$ cat config.mk
export PLATFORM = sky130hd
export DESIGN_NAME = max_convex_crossing_search_flat
export DESIGN_NICKNAME = d
export VERILOG_FILES = /design/src/sv/mcc_pkg.sv /design/src/sv/mcc_if.sv /design/src/sv/mcc_adj.sv /design/src/sv/mcc_ord.sv /design/src/sv/max_convex_crossing_search.sv /design/src/flat_wrapper.sv
export SDC_FILE = /design/constraint.sdc
export NUM_CORES = 1
export LEC_CHECK = 0
export BUFFER_PORTS_ARGS = -buffer_cell sky130_fd_sc_hd__buf_2
export CAP_MARGIN = 20
export CORE_MARGIN = 4
export CORE_UTILIZATION = 35
export DETAILED_ROUTE_END_ITERATION = 10
export PLACE_DENSITY = 0.48
export SKIP_LAST_GASP = 1
export SYNTH_ARGS = -nofsm -noshare
export SYNTH_HDL_FRONTEND = slang
export SYNTH_SLANG_ARGS = --single-unit
$ cat constraint.sdc
create_clock -name i_clk -period 7.9 [get_ports i_clk]
set_input_delay 1.185 -clock i_clk [delete_from_list [all_inputs] [get_ports i_clk]]
set_output_delay 1.185 -clock i_clk [all_outputs]
set_load 0.05 [all_outputs]
$ cat src/sv/mcc_pkg.sv
// shared types, widths and helpers for the max convex crossing search block
package mcc_pkg;

    // largest graph the block can hold
    localparam int MAX_VERTS = 10;

    // fixed field widths of the channels
    localparam int FLD_W = 4;
    localparam int VC_W  = 4;
    localparam int OUT_W = 8;

    // derived widths
    localparam int IDX_W       = $clog2(MAX_VERTS);
    localparam int NV_W        = $clog2(MAX_VERTS + 1);
    localparam int PC_W        = $clog2(MAX_VERTS + 1);
    localparam int CROSS_BOUND = MAX_VERTS * (MAX_VERTS - 1) * (MAX_VERTS - 2)
                                 * (MAX_VERTS - 3) / 24;
    localparam int CROSS_W     = $clog2(CROSS_BOUND + 1);
    localparam int CNT_W       = (CROSS_W > OUT_W) ? CROSS_W : OUT_W;
    localparam int OUT_MAX     = (1 << OUT_W) - 1;
    localparam int MAX_RESULT  = (CROSS_BOUND > OUT_MAX) ? OUT_MAX : CROSS_BOUND;

    typedef logic [MAX_VERTS-1:0] t_row;
    typedef logic [IDX_W-1:0]     t_idx;
    typedef logic [CNT_W-1:0]     t_cnt;
    typedef logic [PC_W-1:0]      t_pc;

    // command to the vertex order register file
    typedef struct packed {
        logic init;
        logic wr;
        t_idx waddr;
        t_idx wdata;
        t_idx raddr;
    } t_ord_cmd;

    // command to the adjacency store
    typedef struct packed {
        logic clr;
        logic wr;
        t_idx va;
        t_idx vb;
        t_idx raddr;
        t_row mask;
    } t_adj_cmd;

    // number of set bits in one adjacency row
    function automatic t_pc popcount(input t_row x);
        t_pc c;
        c = '0;
        for (int b = 0; b < MAX_VERTS; b++) begin
            c = c + t_pc'(x[b]);
        end
        return c;
    endfunction

endpackage

$ cat src/sv/mcc_if.sv
// valid/ready channel interfaces for edges, results and configuration
interface mcc_edge_if
    import mcc_pkg::*;
();
    logic             valid;
    logic             ready;
    logic [FLD_W-1:0] edge_from;
    logic [FLD_W-1:0] edge_to;
    logic             edge_present;
    logic             last_item;

    modport source (output valid, edge_from, edge_to, edge_present, last_item, input ready);
    modport sink   (input valid, edge_from, edge_to, edge_present, last_item, output ready);
endinterface

interface mcc_res_if
    import mcc_pkg::*;
();
    logic             valid;
    logic             ready;
    logic [OUT_W-1:0] max_crossings;

    modport source (output valid, max_crossings, input ready);
    modport sink   (input valid, max_crossings, output ready);
endinterface

interface mcc_cfg_if
    import mcc_pkg::*;
();
    logic            valid;
    logic            ready;
    logic [VC_W-1:0] vertex_count;

    modport source (output valid, vertex_count, input ready);
    modport sink   (input valid, vertex_count, output ready);
endinterface

$ cat src/sv/mcc_adj.sv
// adjacency store: one row per vertex, edge writes, bulk clear, masked row popcount
module mcc_adj
    import mcc_pkg::*;
(
    input  logic     i_clk,
    input  logic     i_rst_n,
    input  t_adj_cmd i_cmd,
    output t_row     o_row,
    output t_pc      o_pcnt
);

    t_row r_rows [MAX_VERTS];

    // edge write sets both symmetric bits, clear wipes the whole store
    always_ff @(posedge i_clk) begin
        for (int r = 0; r < MAX_VERTS; r++) begin
            if (!i_rst_n || i_cmd.clr) begin
                r_rows[r] <= '0;
            end else if (i_cmd.wr) begin
                if (t_idx'(r) == i_cmd.va) begin
                    r_rows[r][i_cmd.vb] <= 1'b1;
                end
                if (t_idx'(r) == i_cmd.vb) begin
                    r_rows[r][i_cmd.va] <= 1'b1;
                end
            end
        end
    end

    // single read port and the crossing count contribution of that row
    assign o_row  = r_rows[i_cmd.raddr];
    assign o_pcnt = popcount(o_row & i_cmd.mask);

endmodule

$ cat src/sv/mcc_ord.sv
// vertex order register file: identity load, one write and one read port
module mcc_ord
    import mcc_pkg::*;
(
    input  logic     i_clk,
    input  t_ord_cmd i_cmd,
    output t_idx     o_rdata
);

    t_idx r_ord [MAX_VERTS];

    // identity load at search start, otherwise single entry write
    always_ff @(posedge i_clk) begin
        for (int p = 0; p < MAX_VERTS; p++) begin
            if (i_cmd.init) begin
                r_ord[p] <= t_idx'(p);
            end else if (i_cmd.wr && (i_cmd.waddr == t_idx'(p))) begin
                r_ord[p] <= i_cmd.wdata;
            end
        end
    end

    assign o_rdata = r_ord[i_cmd.raddr];

endmodule

$ cat src/sv/max_convex_crossing_search.sv
// top level: edge loading, permutation sequencer and crossing accumulator
//
// Usage: set vertex_count through the config channel while the block is idle,
// then send the edges of one graph on the edge channel, one beat each. Loading
// accepts one beat per cycle. The beat with last_item set starts the search and
// the edge channel stays not ready until the result has been handed to the
// output register.
// The search walks all (n-1)! orders of the first n-1 vertices with a Heap
// swap sequence; each step advances the Heap counters, clearing each counter
// that wraps, and then swaps two order entries. Every order goes through the
// mirror check; an order that passes is counted on one shared popcount and
// add unit, which visits each chord end, each chord start and each position
// lying strictly inside a chord. Fewer than four vertices gives 0.
// The result leaves through an output register, so a new graph can be
// loaded while a result still waits; a search that ends while that register
// is still full holds until the receiver takes the old result.
// Reset clears the adjacency store, vertex_count and the output valid flag.
// The adjacency store is cleared when the result is loaded for output.
module max_convex_crossing_search
    import mcc_pkg::*;
(
    input  logic        i_clk,
    input  logic        i_rst_n,
    mcc_cfg_if.sink     i_cfg,
    mcc_edge_if.sink    i_edge,
    mcc_res_if.source   o_res
);

    localparam logic [3:0] S_IDLE = 4'd0;
    localparam logic [3:0] S_CHK0 = 4'd1;
    localparam logic [3:0] S_CHK1 = 4'd2;
    localparam logic [3:0] S_LJ   = 4'd3;
    localparam logic [3:0] S_LI   = 4'd4;
    localparam logic [3:0] S_LK   = 4'd5;
    localparam logic [3:0] S_CMP  = 4'd6;
    localparam logic [3:0] S_HEAP = 4'd7;
    localparam logic [3:0] S_SW0  = 4'd8;
    localparam logic [3:0] S_SW1  = 4'd9;
    localparam logic [3:0] S_SW2  = 4'd10;
    localparam logic [3:0] S_DONE = 4'd11;

    logic [3:0]      r_state, n_state;
    logic [VC_W-1:0] r_vc;
    t_idx            r_m, n_m;
    t_idx            r_h, n_h;
    t_idx            r_i, n_i;
    t_idx            r_j, n_j;
    t_idx            r_k, n_k;
    t_idx            r_vj, n_vj;
    t_idx            r_t, n_t;
    t_idx            r_sa, n_sa;
    t_idx            r_sb, n_sb;
    t_row            r_after, n_after;
    t_cnt            r_cnt, n_cnt;
    t_cnt            r_best, n_best;
    t_idx            r_heapc [MAX_VERTS];
    t_idx            n_heapc [MAX_VERTS];
    logic            r_out_valid, n_out_valid;
    logic [OUT_W-1:0] r_out_data, n_out_data;

    t_ord_cmd  ord_cmd;
    t_adj_cmd  adj_cmd;
    t_idx      ord_rd;
    t_row      adj_row;
    t_pc       adj_pcnt;
    logic      in_beat;
    logic      edge_ok;
    logic [NV_W-1:0] n_eff;
    t_idx      i_inc;
    t_idx      k_inc;
    t_idx      h_cnt;
    t_row      vj_bit;

    mcc_ord u_ord (
        .i_clk   (i_clk),
        .i_cmd   (ord_cmd),
        .o_rdata (ord_rd)
    );

    mcc_adj u_adj (
        .i_clk   (i_clk),
        .i_rst_n (i_rst_n),
        .i_cmd   (adj_cmd),
        .o_row   (adj_row),
        .o_pcnt  (adj_pcnt)
    );

    // handshakes
    assign i_cfg.ready         = 1'b1;
    assign i_edge.ready        = (r_state == S_IDLE);
    assign o_res.valid         = r_out_valid;
    assign o_res.max_crossings = r_out_data;
    assign in_beat             = i_edge.valid && (r_state == S_IDLE);

    // edge filter: no self loops, both ends inside the store
    assign edge_ok = i_edge.edge_present && (i_edge.edge_from != i_edge.edge_to)
                     && ({1'b0, i_edge.edge_from} < 5'(MAX_VERTS))
                     && ({1'b0, i_edge.edge_to} < 5'(MAX_VERTS));

    // effective vertex count, clamped to the store size
    assign n_eff = ({1'b0, r_vc} > 5'(MAX_VERTS)) ? NV_W'(MAX_VERTS) : NV_W'(r_vc);

    assign i_inc  = r_i + 1'b1;
    assign k_inc  = r_k + 1'b1;
    assign h_cnt  = r_heapc[r_h];
    assign vj_bit = t_row'(1) << r_vj;

    // sequencer
    always_comb begin
        n_state     = r_state;
        n_m         = r_m;
        n_h         = r_h;
        n_i         = r_i;
        n_j         = r_j;
        n_k         = r_k;
        n_vj        = r_vj;
        n_t         = r_t;
        n_sa        = r_sa;
        n_sb        = r_sb;
        n_after     = r_after;
        n_cnt       = r_cnt;
        n_best      = r_best;
        n_heapc     = r_heapc;
        n_out_valid = r_out_valid;
        n_out_data  = r_out_data;

        ord_cmd       = '0;
        adj_cmd       = '0;
        adj_cmd.mask  = r_after;
        adj_cmd.va    = t_idx'(i_edge.edge_from);
        adj_cmd.vb    = t_idx'(i_edge.edge_to);
        adj_cmd.raddr = ord_rd;

        // output register drains on a taken beat
        if (r_out_valid && o_res.ready) begin
            n_out_valid = 1'b0;
        end

        case (r_state)
            S_IDLE: begin
                if (in_beat) begin
                    adj_cmd.wr = edge_ok;
                    if (i_edge.last_item) begin
                        n_best = '0;
                        if (n_eff < NV_W'(4)) begin
                            n_state = S_DONE;
                        end else begin
                            ord_cmd.init = 1'b1;
                            n_m          = t_idx'(n_eff - 1'b1);
                            n_h          = t_idx'(1);
                            for (int p = 0; p < MAX_VERTS; p++) begin
                                n_heapc[p] = '0;
                            end
                            n_state = S_CHK0;
                        end
                    end
                end
            end
            // mirror check: first position not above the last free position
            S_CHK0: begin
                ord_cmd.raddr = '0;
                n_t           = ord_rd;
                n_state       = S_CHK1;
            end
            S_CHK1: begin
                ord_cmd.raddr = r_m - 1'b1;
                if (r_t <= ord_rd) begin
                    n_j     = r_m;
                    n_after = '0;
                    n_cnt   = '0;
                    n_state = S_LJ;
                end else begin
                    n_state = S_HEAP;
                end
            end
            // outer loop over the chord end, from the last position down
            S_LJ: begin
                ord_cmd.raddr = r_j;
                n_vj          = ord_rd;
                n_i           = '0;
                n_state       = S_LI;
            end
            // chord start; sweep the inside positions only when an edge exists
            S_LI: begin
                ord_cmd.raddr = r_i;
                if (adj_row[r_vj] && (i_inc < r_j)) begin
                    n_k     = i_inc;
                    n_state = S_LK;
                end else if (i_inc == r_j) begin
                    n_after = r_after | vj_bit;
                    if (r_j == t_idx'(1)) begin
                        n_state = S_CMP;
                    end else begin
                        n_j     = r_j - 1'b1;
                        n_state = S_LJ;
                    end
                end else begin
                    n_i = i_inc;
                end
            end
            // inside position: add edges that reach past the chord end
            S_LK: begin
                ord_cmd.raddr = r_k;
                n_cnt         = r_cnt + t_cnt'(adj_pcnt);
                if (k_inc == r_j) begin
                    if (i_inc == r_j) begin
                        n_after = r_after | vj_bit;
                        n_state = S_CMP;
                    end else begin
                        n_i     = i_inc;
                        n_state = S_LI;
                    end
                end else begin
                    n_k = k_inc;
                end
            end
            S_CMP: begin
                if (r_cnt > r_best) begin
                    n_best = r_cnt;
                end
                n_state = S_HEAP;
            end
            // heap step: pick the next swap or finish the search
            S_HEAP: begin
                if (r_h == r_m) begin
                    n_state = S_DONE;
                end else if (h_cnt < r_h) begin
                    n_sa           = r_h[0] ? h_cnt : '0;
                    n_sb           = r_h;
                    n_heapc[r_h]   = h_cnt + 1'b1;
                    n_h            = t_idx'(1);
                    n_state        = S_SW0;
                end else begin
                    n_heapc[r_h] = '0;
                    n_h          = r_h + 1'b1;
                end
            end
            // swap two order entries in the states S_SW0, S_SW1 and S_SW2
            S_SW0: begin
                ord_cmd.raddr = r_sa;
                n_t           = ord_rd;
                n_state       = S_SW1;
            end
            S_SW1: begin
                ord_cmd.raddr = r_sb;
                ord_cmd.wr    = 1'b1;
                ord_cmd.waddr = r_sa;
                ord_cmd.wdata = ord_rd;
                n_state       = S_SW2;
            end
            S_SW2: begin
                ord_cmd.wr    = 1'b1;
                ord_cmd.waddr = r_sb;
                ord_cmd.wdata = r_t;
                n_state       = S_CHK0;
            end
            // hand the result to the output register and clear the store
            S_DONE: begin
                if (!r_out_valid || o_res.ready) begin
                    n_out_valid = 1'b1;
                    n_out_data  = (r_best > t_cnt'(OUT_MAX)) ? OUT_W'(OUT_MAX)
                                                             : r_best[OUT_W-1:0];
                    adj_cmd.clr = 1'b1;
                    n_state     = S_IDLE;
                end
            end
            default: begin
                n_state = S_IDLE;
            end
        endcase
    end

    // control registers
    always_ff @(posedge i_clk) begin
        if (!i_rst_n) begin
            r_state     <= S_IDLE;
            r_vc        <= '0;
            r_out_valid <= 1'b0;
        end else begin
            r_state     <= n_state;
            r_out_valid <= n_out_valid;
            if (i_cfg.valid) begin
                r_vc <= i_cfg.vertex_count;
            end
        end
    end

    // datapath registers
    always_ff @(posedge i_clk) begin
        r_m        <= n_m;
        r_h        <= n_h;
        r_i        <= n_i;
        r_j        <= n_j;
        r_k        <= n_k;
        r_vj       <= n_vj;
        r_t        <= n_t;
        r_sa       <= n_sa;
        r_sb       <= n_sb;
        r_after    <= n_after;
        r_cnt      <= n_cnt;
        r_best     <= n_best;
        r_heapc    <= n_heapc;
        r_out_data <= n_out_data;
    end

endmodule

$ cat src/flat_wrapper.sv
// flat-port wrapper written by rule: the top's interface ports become plain ports
module max_convex_crossing_search_flat import mcc_pkg::*;
  (i_clk, i_rst_n, i_cfg_valid, i_cfg_vertex_count, i_cfg_ready, i_edge_valid, i_edge_edge_from, i_edge_edge_to, i_edge_edge_present, i_edge_last_item, i_edge_ready, o_res_valid, o_res_max_crossings, o_res_ready);
  mcc_cfg_if i_cfg_i ();
  mcc_edge_if i_edge_i ();
  mcc_res_if o_res_i ();
  input  logic i_clk;
  input  logic i_rst_n;
  input wire logic [$bits(i_cfg_i.valid)-1:0] i_cfg_valid;
  input wire logic [$bits(i_cfg_i.vertex_count)-1:0] i_cfg_vertex_count;
  output wire logic [$bits(i_cfg_i.ready)-1:0] i_cfg_ready;
  input wire logic [$bits(i_edge_i.valid)-1:0] i_edge_valid;
  input wire logic [$bits(i_edge_i.edge_from)-1:0] i_edge_edge_from;
  input wire logic [$bits(i_edge_i.edge_to)-1:0] i_edge_edge_to;
  input wire logic [$bits(i_edge_i.edge_present)-1:0] i_edge_edge_present;
  input wire logic [$bits(i_edge_i.last_item)-1:0] i_edge_last_item;
  output wire logic [$bits(i_edge_i.ready)-1:0] i_edge_ready;
  output wire logic [$bits(o_res_i.valid)-1:0] o_res_valid;
  output wire logic [$bits(o_res_i.max_crossings)-1:0] o_res_max_crossings;
  input wire logic [$bits(o_res_i.ready)-1:0] o_res_ready;
  assign i_cfg_i.valid = i_cfg_valid;
  assign i_cfg_i.vertex_count = i_cfg_vertex_count;
  assign i_cfg_ready = i_cfg_i.ready;
  assign i_edge_i.valid = i_edge_valid;
  assign i_edge_i.edge_from = i_edge_edge_from;
  assign i_edge_i.edge_to = i_edge_edge_to;
  assign i_edge_i.edge_present = i_edge_edge_present;
  assign i_edge_i.last_item = i_edge_last_item;
  assign i_edge_ready = i_edge_i.ready;
  assign o_res_valid = o_res_i.valid;
  assign o_res_max_crossings = o_res_i.max_crossings;
  assign o_res_i.ready = o_res_ready;
  max_convex_crossing_search u_core (.i_clk(i_clk), .i_rst_n(i_rst_n), .i_cfg(i_cfg_i), .i_edge(i_edge_i), .o_res(o_res_i));
endmodule
== Yosys cells after proc, flatten, opt, wreduce, memory -nomap -nowiden ==
Memories as Yosys holds them, arrays and structs flattened.
Cells that the tools add are included.

* Flip-flop bits (word level): 119
* Bits in writable memories: 140
* Bits of input ports: 19
* Output and inout port bits: 11
* Memories: 2

{| class="wikitable"
|+ Memories
! memory !! words !! bits a word !! rd ports !! clocked after Yosys merged registers in !! write ports !! RTL line !! source
|-
| u_core.u_adj.r_rows || 10 || 10 || 1 || 0 || 10 || mcc_adj.sv:12 || <nowiki>t_row r_rows [MAX_VERTS];</nowiki>
|-
| u_core.u_ord.r_ord || 10 || 4 || 1 || 0 || 10 || mcc_ord.sv:10 || <nowiki>t_idx r_ord [MAX_VERTS];</nowiki>
|}

* $add $sub $neg: 17
* Order comparisons: 16
* Equal/unequal tests: 58
* Shift operators: 1
* Multiplexer cells: 398
* Bitwise operators: 217
* Reduce and logical (&&, ||, !) cells: 46

{| class="wikitable"
|+ Operators by type and width
! cell !! number
|-
| 2-to-1 mux 1 bit || 308
|-
| 2-to-1 mux 10 bit || 24
|-
| bitwise OR 1 bit || 210
|-
| 2-to-1 mux 40 bit || 5
|-
| 2-to-1 mux 4 bit || 37
|-
| one-hot mux 40 bit (2 select lines) || 1
|-
| one-hot mux 4 bit (12 select lines) || 1
|-
| bitwise AND 40 bit || 1
|-
| bitwise mux 40 bit || 1
|-
| inverter 40 bit || 1
|-
| == test 3 x 4 -> 1 bit (first input constant) || 8
|-
| == test 4 x 3 -> 1 bit (second input constant) || 8
|-
| 2-to-1 mux 8 bit || 4
|-
| one-hot mux 8 bit (2 select lines) || 2
|-
| one-hot mux 10 bit (3 select lines) || 1
|-
| adder 4 x 1 -> 4 bit || 6
|-
| == test 4 bit (second input constant) || 6
|-
| one-hot mux 4 bit (2 select lines) || 3
|-
| one-hot mux 4 bit (6 select lines) || 1
|-
| logical AND 1 bit || 19
|-
| one-hot mux 9 bit (2 select lines) || 1
|-
| adder 4 x 1 -> 4 bit (second input constant) || 4
|-
| binary-select mux 4 bit (select 4 bit) || 1
|-
| demux 4 bit (select 4 bit) || 1
|-
| other kinds (47) || 99
|}

== Logic depth before layout (Yosys ltp) ==
An unclocked memory read counts as a cell.

* Depth after elaboration: 16
* Depth in mapped cells: 31
* Gate-level depth less buffers: 28

== Hierarchy ==
From an unflattened synthesis, not the netlist that was laid out.

* Cells, all modules: 1355
* Area, all modules: 14804.2 um^2

{| class="wikitable"
|+ Modules (own cells, without submodules)
! module !! instances !! cells each !! area an instance (um^2) !! seq. area each (um^2)
|-
| max_convex_crossing_search || 1 || 631 || 6795.3 || 3483.3
|-
| mcc_adj || 1 || 568 || 5993.2 || 2902.8
|-
| mcc_ord || 1 || 156 || 2015.7 || 1201.2
|}

== Least setup slack after synthesis ==
OpenSTA, ideal clock, no wires.

* Path type: reg-to-reg
* Start point: reg u_core.r_state[2]
* End point: reg u_core.r_cnt[4], data pin
* Setup time: 0.261 ns
* Data arrival time: 6.175 ns
* Setup slack: 1.463 ns
* Cell stages (with the launch flop): 29
* Path buffers: 5
* Cell sequence: dfxtp_1 -> buf_6 -> nand2b_1 -> mux4_2 -> buf_6 -> o21ai_4 -> mux2_4 -> o211ai_2 -> a31o_4 -> inv_4 -> buf_12 -> buf_12 -> buf_4 -> nand2_1 -> nand2_1 -> o21ai_0 -> o221ai_1 -> and2_1 -> fa_1 -> inv_1 -> fa_1 -> inv_1 -> fa_1 -> fa_1 -> fa_1 -> a21o_1 -> a21oi_1 -> xor2_1 -> nor2_1

{| class="wikitable"
|+ RTL lines
! item !! RTL line !! source
|-
| start: declaration || max_convex_crossing_search.sv:42 || <nowiki>logic [3:0] r_state, n_state;</nowiki>
|-
| start signal: assignment || max_convex_crossing_search.sv:280 || <nowiki>r_state <= n_state;</nowiki>
|-
| end signal: assignment || max_convex_crossing_search.sv:300 || <nowiki>r_cnt <= n_cnt;</nowiki>
|-
| end: declaration || max_convex_crossing_search.sv:54 || <nowiki>t_cnt r_cnt, n_cnt;</nowiki>
|}

== Final worst setup path ==
* Start point: reg u_core.r_state[3]
* End point: reg u_core.r_cnt[6], data pin

* Word-level cells in the longest chain between the ends: 16

{| class="wikitable"
|+ RTL lines
! item !! RTL line !! source
|-
| == test 4 bit (tied with other cells) || max_convex_crossing_search.sv:139 || <nowiki>case (r_state)</nowiki>
|-
| one-hot mux 4 bit (6 select lines) || max_convex_crossing_search.sv:139 ||
|-
| memory (10 x 4 bit) || - ||
|-
| memory (10 x 10 bit) || - ||
|-
| bitwise AND 10 bit || mcc_adj.sv:32 || <nowiki>assign o_pcnt = popcount(o_row & i_cmd.mask);</nowiki>
|-
| adder 1 x 1 -> 2 bit || mcc_pkg.sv:52 || <nowiki>c = c + t_pc'(x[b]);</nowiki>
|-
| adder 2 x 1 -> 3 bit || mcc_pkg.sv:52 ||
|-
| adder 3 x 1 -> 4 bit || mcc_pkg.sv:52 ||
|-
| adder 4 x 1 -> 4 bit (6 in a row) || mcc_pkg.sv:52 ||
|-
| adder 8 x 4 -> 8 bit || max_convex_crossing_search.sv:204 || <nowiki>n_cnt = r_cnt + t_cnt'(adj_pcnt);</nowiki>
|-
| one-hot mux 8 bit (2 select lines) * || max_convex_crossing_search.sv:139 ||
|}

Mark *: on every way between the ends. The rest lies on a longest branch, timed or not.
A chain may end at the register's enable or synchronous reset.

==> results.txt <==
Synth top area share = 0.482
Sequential area share after synthesis = 0.508
Fin area = 0.0165 sq mm
Port buffer count = 28
Placed Area = 0.0155 sq mm
Crit-path slowest cell = dfxtp_1
CP Cell Sequence = buf_4, nor4b_2, a22o_1, or3_1, a221oi_1, o32a_2, nand2_4, inv_2, a221oi_1, o32a_1, o221ai_1, nand2_1, fa_1, fa_1, inv_1, fa_1, fa_1, fa_1, a21o_1, a21oi_1, or3_1, a21oi_1
Worst skew pair latency = 0.59 ns
Critical Path Fanout Max = 26
Final Hold Fails = 0
Cell taking the most area after synthesis = edfxtp_1
Core area = 0.0420 sq mm
Final setup viols = 0
Reg clk slew, reported paths = 0.06 ns
F_max = 136 MHz
Total grt overflow = 0
Area Overhead vs Synth = 10.4%
Yosys cell types = 95
Cell area power density = 392 mW/mm^2
Number of enable flip-flop cells after synthesis = 240
Starting density of the core = 0.356
Final core occ = 0.393
Most used cell, CP = fa_1
Die Wd = 215 um
Pre-antenna DRT Iters = 6
Mean Syn Cell Area = 10.8 sq um
R2r setup slk = 0.53 ns
Post-synth ARST share = 0
Vias per cell = 5.49
Root Buffer = clkbuf_16
Die ar. = 0.0461 sq mm
Post-synthesis simple-gate area fraction = 0.170
Final nets = 1445
Post-synthesis mux area share = 0.0685
DRC errors left = 0
Layout Skew = 0.0170 ns
TritonCTS clock tree = built
Slew at the pin closest to its max-slew limit = 1.25 ns
Min-Delay Path Class = flip-flop to flip-flop
Number of routed nets with antenna violations = 0
Vias in the first global route = 10500
Max Cap Viol = 0
Worst path required time = 8.22 ns
Layout cells sized above 1 = 0.162
Tcrit/Tclk final = 0.933
Routability cong. = 0.858
Worst Path Buf+Inv = 3
Status = finished clean
Post-Synth Adder-Cell Area = 0.0378
Resize count post-CTS = 0
CP max stage delay = 0.67 ns
Via count = 10700
Cells after synthesis = 1387
Tmin final = 7.37 ns
Antenna Diode Count = 0
Crit. End Element = flip-flop
Mapped cell area = 0.0149 sq mm
Clock Tree Buf Depth = 3
Avg WL per Cell = 20.8 um
RSZ-0062 raised after global routing = false
H-tree levels = 1
Dpl hpwl = 29100 um
Chip Height = 215 um
Clock sinks = 259
Post-synth top cells = edfxtp_1, nand2_1, nor2_1, o22ai_1, or2_2
Slew Limit Headroom = 0.164
First-pass GRT wire length = 63000 um
Final number of max-transition violations = 0
Arrival @ worst endpoint = 7.68 ns
Largest family of logic cells by synthesized area = simple AND/OR/NAND/NOR gates
Largest net degree at the start of global routing = 83
CP Launch Type = flip-flop
Xor and xnor area share after synthesis = 0.0187
Global Route Usage Sum = 0.171
Peak supply drop = 0.000242 V
Compound-gate portion of the synthesized area = 0.150
Fillers = 4130
P_leak = 6.08 nW
Crit path max-delay family = adder cells
Number of synthesized register bits = 259
Initial antenna violation count = 0
Most frequent cell after synthesis = edfxtp_1
Final wirelength = 40600 um
Initial DRC Count = 895
Setup tns final = 0 ns
Postcts setup bufs = 0
Cts bufs inserted = 31
Hold_buf cts = 0
Synth top area cells = edfxtp_1, mux2i_1, o22ai_1, or2_2, nand2_1
Worst Setup Path Type = flip-flop to flip-flop
Cell Rows = 75
# IOs = 30
Most used DFF post-synth = edfxtp_1
Synth Warn # = 0
per-stage QoR:
step                setup WS (ns)  hold slack, ns  std cells  total power, mW
floorplan                    1.46           0.424       1395             4.39
global placement            0.504           0.435       1890             5.08
detailed placement          0.404           0.439       1891             5.09
CTS                         0.407           0.452       1948             6.52
global route               0.0473           0.462       1948             6.94
finish                      0.533           0.455       1948             6.47
flip-flops by register name, summed over array words and instances (netlist names), 8 cells and up:
register,count
u_core.o_res.max_crossings,8
u_core.u_adj.r_rows,100
u_core.u_ord.r_ord,40
u_core.r_cnt,8
u_core.r_heapc,40
u_core.r_after,10
u_core.r_best,8
cells in the final DEF, fill, tap and decap left out, types with 12 or more instances in the layout:
| cell | n |
|---|---|
| o211ai_1 | 16 |
| nand3_1 | 36 |
| edfxtp_1 | 240 |
| inv_1 | 55 |
| a22o_1 | 28 |
| clkbuf_16 | 31 |
| a211oi_1 | 12 |
| a21oi_1 | 41 |
| o22ai_1 | 85 |
| o21ai_0 | 32 |
| xor2_1 | 17 |
| or2_2 | 82 |
| nor2b_1 | 26 |
| dfxtp_1 | 17 |
| buf_4 | 22 |
| xnor2_1 | 15 |
| mux2i_1 | 63 |
| ha_1 | 34 |
| nor3_1 | 17 |
| and2_1 | 31 |
| nand2_1 | 127 |
| mux4_2 | 13 |
| buf_2 | 28 |
| nor2_1 | 113 |
| nand2b_1 | 20 |
logic make-up (layout without fill, tap and decap cells):
group,count (synthesis),count (layout)
AOI/OAI and AO/OA,315,315
xor gates and xnor gates,32,32
adders and majority gates,41,41
buffers and inverters,153,167
DFF,259,259
muxes,84,84
other,2,10
and+or+nand+nor,501,501
area by class of cell:
cell class / instances / area, sq um / area share
flip-flops and latches: 259 / 7590 / 0.460
multi-input cells: 983 / 6710 / 0.407
clock buffers: 37 / 808 / 0.0490
well taps: 539 / 674 / 0.0409
repair buffers: 50 / 305 / 0.0185
inverters: 60 / 228 / 0.0138
clock inverters: 20 / 189 / 0.0114
routing by layer:
| layer | global-route usage | part of all wire | wire length (um) | vias up |
|---|---|---|---|---|
| met2 | 0.267 | 0.44 | 18000 | 268 |
| met4 | 0.0398 | 0.024 | 981 | 0 |
| met5 | 0 | 0 | 0 | - |
| met3 | 0.0283 | 0.047 | 1920 | 67 |
| li1 | - | - | - | 5126 |
| met1 | 0.250 | 0.48 | 19600 | 5231 |
power by group:
| part | internal, mW | leakage (nW) | switching [mW] |
|---|---|---|---|
| Combinational | 1.24 | 3.15 | 1.94 |
| Sequential | 1.72 | 2.44 | 0.163 |
| Clock | 0.826 | 0.492 | 0.586 |
| Total | 3.78 | 6.08 | 2.69 |
worst paths after layout:
kind / start / to / depth (start not counted)
setup reg to reg: u_core.r_state[3] / u_core.r_cnt[6] / 22
hold / removal: u_core.r_best[2] / u_core.o_res.max_crossings[2] / 0
setup / recovery: u_core.r_state[3] / u_core.r_cnt[6] / 22
hold reg to reg: u_core.r_best[2] / u_core.o_res.max_crossings[2] / 0
Power figures use the tool's default switching activity.
